**config.mk**
```make
export PLATFORM = sky130hd
export DESIGN_NAME = identifier_name_validator_top
export DESIGN_NICKNAME = d
export VERILOG_FILES = /design/src/hdl/inv_pkg.sv /design/src/hdl/inv_scanner.sv /design/src/hdl/identifier_name_validator_top.sv
export SDC_FILE = /design/constraint.sdc
export NUM_CORES = 1
export LEC_CHECK = 0
export BUFFER_PORTS_ARGS = -buffer_cell sky130_fd_sc_hd__buf_4
export CAP_MARGIN = 20
export CORE_MARGIN = 5
export CORE_UTILIZATION = 45
export DETAILED_ROUTE_END_ITERATION = 12
export PLACE_DENSITY = 0.66
export SYNTH_ARGS = -nofsm -noshare
export SYNTH_HDL_FRONTEND = slang
export SYNTH_SLANG_ARGS = --single-unit
```
**constraint.sdc**
```tcl
create_clock -name clk -period 5.2 [get_ports clk]
set_input_delay 1.04 -clock clk [delete_from_list [all_inputs] [get_ports clk]]
set_output_delay 1.04 -clock clk [all_outputs]
set_load 0.1 [all_outputs]
```
**src/hdl/inv_pkg.sv**
```systemverilog
`timescale 1ns / 1ps

package inv_pkg;

	// Scanner states
	localparam logic [2:0] ST_START = 3'd0;  // start of a segment
	localparam logic [2:0] ST_UNDER = 3'd1;  // after an opening underscore
	localparam logic [2:0] ST_WORD  = 3'd2;  // middle of a word
	localparam logic [2:0] ST_PCT   = 3'd3;  // after a percent sign
	localparam logic [2:0] ST_DOC   = 3'd4;  // inside wildcard documentation

	// Character codes
	localparam logic [7:0] CH_UNDERSCORE  = 8'h5F;
	localparam logic [7:0] CH_PERCENT     = 8'h25;
	localparam logic [7:0] CH_LOWER_D     = 8'h64;
	localparam logic [7:0] CH_OPEN_PAREN  = 8'h28;
	localparam logic [7:0] CH_CLOSE_PAREN = 8'h29;
	localparam logic [7:0] CH_DOT         = 8'h2E;

	// Configuration register indexes
	localparam logic [1:0] REG_WILDCARD_ENABLE = 2'd0;
	localparam logic [1:0] REG_DOT_ENABLE      = 2'd1;

	// Result of one scanner step
	typedef struct packed {
		logic res_valid;
		logic name_ok;
	} scan_res_t;

endpackage

```
**src/hdl/inv_scanner.sv**
```systemverilog
`timescale 1ns / 1ps

module inv_scanner (
	input  logic               clk,
	input  logic               arst_n,
	input  logic               step_en,
	input  logic [7:0]         char_code,
	input  logic               is_last,
	input  logic               is_empty,
	input  logic               wildcard_enable,
	input  logic               dot_enable,
	output inv_pkg::scan_res_t res
);
	import inv_pkg::*;

	logic [2:0] scan_state_q;
	logic       may_end_q;
	logic       rejected_q;

	logic [2:0] state_nx;
	logic       may_end_nx;
	logic       rejected_nx;
	logic       letter;
	logic       digit;

	assign letter = char_code inside {[8'h61:8'h7A], [8'h41:8'h5A]};
	assign digit  = char_code inside {[8'h30:8'h39]};

	// One character step; a rejected name holds its state
	always_comb begin
		state_nx    = scan_state_q;
		may_end_nx  = may_end_q;
		rejected_nx = rejected_q;
		if (!rejected_q) begin
			case (scan_state_q)
				ST_START: begin
					if (char_code == CH_UNDERSCORE) begin
						state_nx   = ST_UNDER;
						may_end_nx = 1'b0;
					end else if (letter) begin
						state_nx   = ST_WORD;
						may_end_nx = 1'b1;
					end else begin
						rejected_nx = 1'b1;
					end
				end
				ST_UNDER: begin
					if (wildcard_enable && char_code == CH_PERCENT) begin
						state_nx   = ST_PCT;
						may_end_nx = 1'b0;
					end else if (letter || digit) begin
						state_nx   = ST_WORD;
						may_end_nx = 1'b1;
					end else begin
						rejected_nx = 1'b1;
					end
				end
				ST_WORD: begin
					if (dot_enable && char_code == CH_DOT) begin
						state_nx   = ST_START;
						may_end_nx = 1'b0;
					end else if (wildcard_enable && char_code == CH_PERCENT) begin
						state_nx   = ST_PCT;
						may_end_nx = 1'b0;
					end else if (letter || digit || char_code == CH_UNDERSCORE) begin
						may_end_nx = 1'b1;
					end else begin
						rejected_nx = 1'b1;
					end
				end
				ST_PCT: begin
					if (char_code == CH_LOWER_D) begin
						state_nx   = ST_WORD;
						may_end_nx = 1'b1;
					end else if (char_code == CH_OPEN_PAREN) begin
						state_nx   = ST_DOC;
						may_end_nx = 1'b0;
					end else begin
						rejected_nx = 1'b1;
					end
				end
				ST_DOC: begin
					may_end_nx = 1'b0;
					if (char_code == CH_CLOSE_PAREN)
						state_nx = ST_PCT;
				end
				default: begin
					rejected_nx = 1'b1;
				end
			endcase
		end
	end

	// Result on the last character or an empty name
	always_comb begin
		res.res_valid = step_en && (is_last || is_empty);
		res.name_ok   = !is_empty && may_end_nx && !rejected_nx;
	end

	// Scanner state; cleared at the end of every name
	always_ff @(posedge clk or negedge arst_n) begin
		if (!arst_n) begin
			scan_state_q <= ST_START;
			may_end_q    <= 1'b0;
			rejected_q   <= 1'b0;
		end else if (step_en) begin
			if (is_last || is_empty) begin
				scan_state_q <= ST_START;
				may_end_q    <= 1'b0;
				rejected_q   <= 1'b0;
			end else begin
				scan_state_q <= state_nx;
				may_end_q    <= may_end_nx;
				rejected_q   <= rejected_nx;
			end
		end
	end

	a_end_clears: assert property (@(posedge clk) disable iff (!arst_n)
		step_en && (is_last || is_empty) |=> scan_state_q == ST_START && !rejected_q
			&& !may_end_q)
		else $error("scanner not cleared after end of name");

	a_reject_sticky: assert property (@(posedge clk) disable iff (!arst_n)
		rejected_q && !(step_en && (is_last || is_empty)) |=> rejected_q)
		else $error("reject flag dropped inside a name");

	a_may_end_word: assert property (@(posedge clk) disable iff (!arst_n)
		may_end_q |-> scan_state_q == ST_WORD)
		else $error("may_end set outside a word");

	a_ok_needs_end: assert property (@(posedge clk) disable iff (!arst_n)
		res.res_valid && res.name_ok |-> !rejected_q && !is_empty)
		else $error("valid name reported after a reject");

endmodule

```
**src/hdl/identifier_name_validator_top.sv**
```systemverilog
`timescale 1ns / 1ps
// Channel   Direction  Signals                            Contents
// s_axis    in         tvalid tready tdata tlast tuser    char_code, is_last, is_empty
// m_axis    out        tvalid tready tdata                name_ok
// cfg       in         valid ready index data             0 wildcard_enable, 1 dot_enable
//
// One character per cycle sustained unless the result stalls; a character
// passes an input register and the scanner step into the result register.
// arst_n clears the scanner, both enables and all valid flags.
// A stalled result holds the pipeline; input is taken whenever the input
// register is empty or moves on in the same cycle.
// Configuration writes are always taken and apply from the next character.

module identifier_name_validator_top (
	input  logic       clk,
	input  logic       arst_n,
	input  logic       s_axis_tvalid,
	output logic       s_axis_tready,
	input  logic [7:0] s_axis_tdata,   // [7:0] char_code
	input  logic       s_axis_tlast,   // is_last
	input  logic       s_axis_tuser,   // is_empty
	output logic       m_axis_tvalid,
	input  logic       m_axis_tready,
	output logic [7:0] m_axis_tdata,   // [0] name_ok, [7:1] zero
	input  logic       cfg_valid,
	output logic       cfg_ready,
	input  logic [1:0] cfg_index,
	input  logic       cfg_data
);
	import inv_pkg::*;

	logic       wildcard_enable_q;
	logic       dot_enable_q;
	logic       s1_valid_q;
	logic [7:0] s1_char;
	logic       s1_last;
	logic       s1_empty;
	logic       out_valid_q;
	logic       name_ok_q;
	logic       advance;
	scan_res_t  res;

	assign cfg_ready     = 1'b1;
	assign advance       = !out_valid_q || m_axis_tready;
	assign s_axis_tready = !s1_valid_q || advance;

	// Configuration registers
	always_ff @(posedge clk or negedge arst_n) begin
		if (!arst_n) begin
			wildcard_enable_q <= 1'b0;
			dot_enable_q      <= 1'b0;
		end else if (cfg_valid) begin
			case (cfg_index)
				REG_WILDCARD_ENABLE: wildcard_enable_q <= cfg_data;
				REG_DOT_ENABLE:      dot_enable_q      <= cfg_data;
				default: ;
			endcase
		end
	end

	// Input register
	always_ff @(posedge clk or negedge arst_n) begin
		if (!arst_n)
			s1_valid_q <= 1'b0;
		else if (s_axis_tready)
			s1_valid_q <= s_axis_tvalid;
	end

	always_ff @(posedge clk) begin
		if (s_axis_tready && s_axis_tvalid) begin
			s1_char  <= s_axis_tdata;
			s1_last  <= s_axis_tlast;
			s1_empty <= s_axis_tuser;
		end
	end

	inv_scanner u_scanner (
		.clk             (clk),
		.arst_n          (arst_n),
		.step_en         (s1_valid_q && advance),
		.char_code       (s1_char),
		.is_last         (s1_last),
		.is_empty        (s1_empty),
		.wildcard_enable (wildcard_enable_q),
		.dot_enable      (dot_enable_q),
		.res             (res)
	);

	// Result register
	always_ff @(posedge clk or negedge arst_n) begin
		if (!arst_n)
			out_valid_q <= 1'b0;
		else if (advance)
			out_valid_q <= res.res_valid;
	end

	always_ff @(posedge clk) begin
		if (advance && res.res_valid)
			name_ok_q <= res.name_ok;
	end

	assign m_axis_tvalid = out_valid_q;
	assign m_axis_tdata  = {7'd0, name_ok_q};

	a_idle_drains: assert property (@(posedge clk) disable iff (!arst_n)
		!s1_valid_q && m_axis_tready |=> !out_valid_q)
		else $error("result appeared without an item");

	a_result_from_end: assert property (@(posedge clk) disable iff (!arst_n)
		s1_valid_q && advance && !s1_last && !s1_empty |=> !out_valid_q)
		else $error("result from a middle character");

	a_stall_holds_s1: assert property (@(posedge clk) disable iff (!arst_n)
		s1_valid_q && !advance |=> s1_valid_q && $stable(s1_char))
		else $error("input register lost an item under stall");

endmodule

```
---- After elaboration in Yosys (flattened, before gate mapping) ----
Cells that the tools add are included.
cells by class
  $add $sub $neg .......................... 0
  multipliers ............................. 0
  div/mod/pow operators ................... 0
  order comparisons ....................... 6
  eq/ne operators ......................... 17
  shifts and indexed selects .............. 0
  multiplexer cells ....................... 36
  bitwise logic cells ..................... 0
  reductions and logical operators ........ 27
operators by type and width
  kind                number
  $mux 3              11
  $eq 8x6->1 const B  4
  $mux 1              22
  $eq 8x7->1 const B  2
  $ge 8x7->1 const B  2
  $le 8x7->1 const B  2
  $ne 4x1->1 const B  4
  $pmux 3 s5          1
  $logic_and 1x1->1   11
  $pmux 1 s5          2
  $ge 8x6->1 const B  1
  $le 8x6->1 const B  1
  $reduce_and 8->1    1
  $eq 3x2->1 const B  2
  $reduce_bool 6->1   1
  $logic_or 1x1->1    5
  $logic_not 1->1     4
  $reduce_and 2->1    2
  $eq 3x1->1 const B  1
  $eq 3x3->1 const B  1
  $logic_not 3->1     1
  $ne 3x1->1 const B  1
  $eq 2x1->1 const B  1
  $logic_not 2->1     1
  other kinds (2)     2
word-level totals
  flip-flop bits (word level) ............. 20
  bits in latches ......................... 0
  bits in writable memories ............... 0
  ROM bits ................................ 0
  input bits .............................. 18
  output and inout bits ................... 11
  word-level logic and storage cells ...... 97
  memories ................................ 0

---- Depth between registers and ports, before layout ----
  depth after elaboration ................. 12
  depth in mapped cells ................... 7
  depth with buffers taken out ............ 6

---- By module ----
From an unflattened synthesis, not the netlist that was laid out.
unflattened totals
  cell total of the unflattened synthesis .. 126
  area total of the unflattened synthesis .. 1296.2 µm²
by module, submodules not included
  module                         times used  cells an instance  area an instance (µm²)  seq. area each (µm²)
  inv_scanner                    1           89                 699.4                   125.1
  identifier_name_validator_top  1           37                 596.8                   430.4

---- Least setup slack after synthesis ----
No wires, ideal clock.
  path kind ............................... register to output
  start point ............................. reg out_valid_q (netlist: m_axis_tvalid)
  end point ............................... out s_axis_tready
  arrival time ............................ 1.923 ns
  required time ........................... 4.160 ns
  setup slack ............................. 2.237 ns
  stages on the path, launching flop included .. 2
  path buffers ............................ 0
  cell sequence ........................... dfrtp_1 > nand3b_1
between the ends
  word-level cells in the longest chain between the ends .. 3
ends and longest elaborated chain
  element                   line                                 source
  start: declaration        identifier_name_validator_top.sv:38  logic out_valid_q;
  start signal: assignment  identifier_name_validator_top.sv:94  out_valid_q <= res.res_valid;
  $logic_not 1->1           identifier_name_validator_top.sv:44  assign advance = !out_valid_q || m_axis_tready;
  $logic_or 1x1->1          identifier_name_validator_top.sv:44
  $logic_or 1x1->1          identifier_name_validator_top.sv:45  assign s_axis_tready = !s1_valid_q || advance;
  end: declaration          identifier_name_validator_top.sv:18  output logic s_axis_tready,
No other way between the ends.

---- Final worst setup path ----
  start point ............................. in m_axis_tready
  end point ............................... out s_axis_tready
between the ends
  word-level cells in the longest chain between the ends .. 2
ends and longest elaborated chain
  element             line                                 source
  start: declaration  identifier_name_validator_top.sv:23  input logic m_axis_tready,
  $logic_or 1x1->1    identifier_name_validator_top.sv:44
  $logic_or 1x1->1    identifier_name_validator_top.sv:45
No other way between the ends.

==> results_dict.tcl <==
set metrics [dict create \
    cap_viol_max_count 0 \
    slowest_stage "buf_4" \
    final.setup.tns_ns 0 \
    crit_start "m_axis_tready" \
    ant_nets 0 \
    dp_cells 170 \
    chipWidth_um 63.49 \
    run_status "finished clean" \
    synth_compound_area_share_pct 13.51 \
    synth_cell_types 48 \
    core.rowCount 19 \
    regToRegEndpoint "name_ok_q$_DFFE_PP_" \
    die-area_um2 4031 \
    cts_sinks 20 \
    max_freq_mhz 381.1 \
    cpLargestDelayFamily "buffers and inverters" \
    r2r_cells 6 \
    whs_ns 0.5251 \
    skew_ns 0.01043 \
    place_area_um2 1408 \
    seq_area_frac_synth_pct 43.15 \
    synth_top_family_by_area "simple AND/OR/NAND/NOR gates" \
    grt_pass1_wl_um 4436 \
    synthMuxAreaShare_pct 4.082 \
    yosys.area_share.simple_pct 30.32 \
    synth_ff_type "edfxtp_1" \
    worstPathMaxFanout 3 \
    irDropWorstVdd_uv 243.8 \
    clockBufferDepth 2 \
    drive_above_1_share_pct 25.17 \
    grt_max_degree 13 \
    num-nets-final 162 \
    crit_required_ns 4.16 \
    crit_path_frequent_cell "buf_4" \
    cts_buffers 3 \
    cts_tree "yes" \
    clk_pin_slew_ns 0.12 \
    slew_violations 0 \
    crit_chain "buf_4 -> nand3b_1 -> buf_4" \
    synthAdderAreaFrac_pct 0 \
    clock_latency_ns 0.31 \
    gp_congestion 0.8235 \
    synth_edf_count 11 \
    antenna_found_initial 0 \
    cp_data_arrival_time_ns 1.58 \
    worstSetupStartpointType "input port" \
    rsz0062_at_grt "no" \
    finalSetupViolations 0 \
    p_per_area_nw_per_um2 278.7 \
    core_area_um2 2758 \
    crit_path_end_kind "output port" \
    final_cells 174 \
    synthXorXnorAreaFrac_pct 0.6803 \
    fin_util_pct 52.00 \
    drt_wl_total_um 2601 \
    relSlewSlack_pct 53.46 \
    grt.overflow.total 0 \
    grt_usage_pct 13.69 \
    post-route-period-util_pct 50.46 \
    worstReg2RegStart "s1_char[4]$_DFFE_PP_" \
    layout_min_cycle_time_ns 2.624 \
    crit_buf_inv 2 \
    synth_warnings 0 \
    n_antenna_cell 0 \
    synth_area_per_cell_um2 10.22 \
    ys_seq_elements 20 \
    drt_iter0_drc 41 \
    initial_core_util_pct 46.69 \
    hold_violations 0 \
    synthesis.area_um2 1287 \
    htree_levels 1 \
    r2r_slack_ns 2.82 \
    tightest_slew_ns 0.6908 \
    vias_per_cell 5.776 \
    grt_pass1_vias 1012 \
    critPathMaxStageDelay_ns 0.25 \
    cts_hold_buf 0 \
    num_vias 1005 \
    cts_setup_buffers 0 \
    synthesis.instances 126 \
    wl_per_cell_um 14.95 \
    async_flop_share_pct 45.00 \
    fin_area_um2 1434 \
    pin_count 29 \
    cts_resized 0 \
    drc 0 \
    area_growth_pct 11.37 \
    hpwl_um 2099 \
    portBuffers 20 \
    dr.pass1.iters 4 \
    cts_root_buf "clkbuf_4" \
    die_h_um 63.49 \
    p_leak_uw 0.0005473 \
    crit_type "in2out" \
    hp-class "in2async" \
]
-- worst max-delay path by stage --
stage	slack (ns)	end	depth (start not counted)
3_5_place_dp	2.58	s_axis_tready	3
2_1_floorplan	2.24	s_axis_tready	1
4_1_cts	2.58	s_axis_tready	3
5_1_grt	2.54	s_axis_tready	3
3_3_place_gp	2.60	s_axis_tready	3
6_report	2.58	s_axis_tready	3
-- cell families (layout without fill, tap and decap cells) --
| family | count (synthesis) | in the layout |
|---|---|---|
| XOR/XNOR | 1 | 1 |
| multiplexers | 5 | 5 |
| AND/OR/NAND/NOR | 59 | 59 |
| AO/OA/AOI/OAI | 24 | 24 |
| flip-flops | 20 | 20 |
| other | 2 | 8 |
| buffers and inverters | 15 | 26 |
-- worst register-to-register path: stages (launching register included) --
cell and delay [ns]:
edfxtp_1 0.50, or4b_4 0.61, o31ai_2 0.40, inv_2 0.07, a221oi_1 0.30, nand2_1 0.09
and3_1 0.17
-- flip-flops by register name, summed over array words and instances (netlist names) --
signal / flops
dot_enable_q: 1
m_axis_tvalid: 1
name_ok_q: 1
s1_char: 8
s1_empty: 1
s1_last: 1
s1_valid_q: 1
u_scanner.may_end_q: 1
u_scanner.rejected_q: 1
u_scanner.scan_state_q: 3
wildcard_enable_q: 1
-- power breakdown --
group / internal, uW / switching (uW) / leakage (uW)
Sequential: 186 / 17.2 / 0.000220
Combinational: 37.9 / 82.0 / 0.000312
Clock: 28.0 / 49.1 / 0.0000154
-- stage by stage --
stage / total power, uW / worst slack (ns)
5_1_grt: 417.2 / 2.537
6_report: 399.7 / 2.576
3_3_place_gp: 323.4 / 2.596
2_1_floorplan: 302.6 / 2.237
4_1_cts: 402.7 / 2.578
3_5_place_dp: 327.0 / 2.580
-- final cells by class --
class                      count  area (um2)
clock buffer                   3       22.52
clock inverter                 1       3.754
fill                         254        1324
inverter                       2       7.507
multi-input combinational     97       655.6
sequential                    20       555.5
tap                           31       38.79
timing repair buffer          20       150.1
-- placed cells by master, fill, tap and decap left out, drive strengths merged, types with 2 or more instances in the layout --
master / Yosys / routed
o21ai: 6 / 6
nand3: 2 / 2
or3b: 2 / 2
o21bai: 2 / 2
buf: 11 / 20
and4: 2 / 2
nor2: 9 / 9
and2: 2 / 2
nand2b: 6 / 6
nand3b: 3 / 3
nor4: 4 / 4
or4b: 2 / 2
o211ai: 2 / 2
mux2i: 3 / 3
a21oi: 8 / 8
dfrtp: 9 / 9
inv: 2 / 2
o31ai: 3 / 3
and3: 2 / 2
edfxtp: 11 / 11
conb: 2 / 8
nor3: 4 / 4
clkbuf: 2 / 3
nor3b: 3 / 3
nand2: 10 / 10
mux2: 2 / 2
-- synthesized netlist by cell type (3+ instances only) --
master    number  area [um2]
edfxtp_1      11       330.3
nand2_1       10       37.54
buf_4          9       67.56
dfrtp_1        9       225.2
nor2_1         9       33.78
a21oi_1        8       40.04
nand2b_1       6       37.54
o21ai_0        6       30.03
mux2i_1        3       30.03
nand3b_1       3       22.52
nor3b_1        3       22.52
-- layer usage --
layer,up-vias,routed length (um),track usage (%)
met5,-,0,0
met4,0,48,6.234
met3,5,161,1.599
met2,29,1280,22.97
met1,482,1111,17.41
li1,489,-,-
Note: power is estimated with default switching activity, not from simulation.
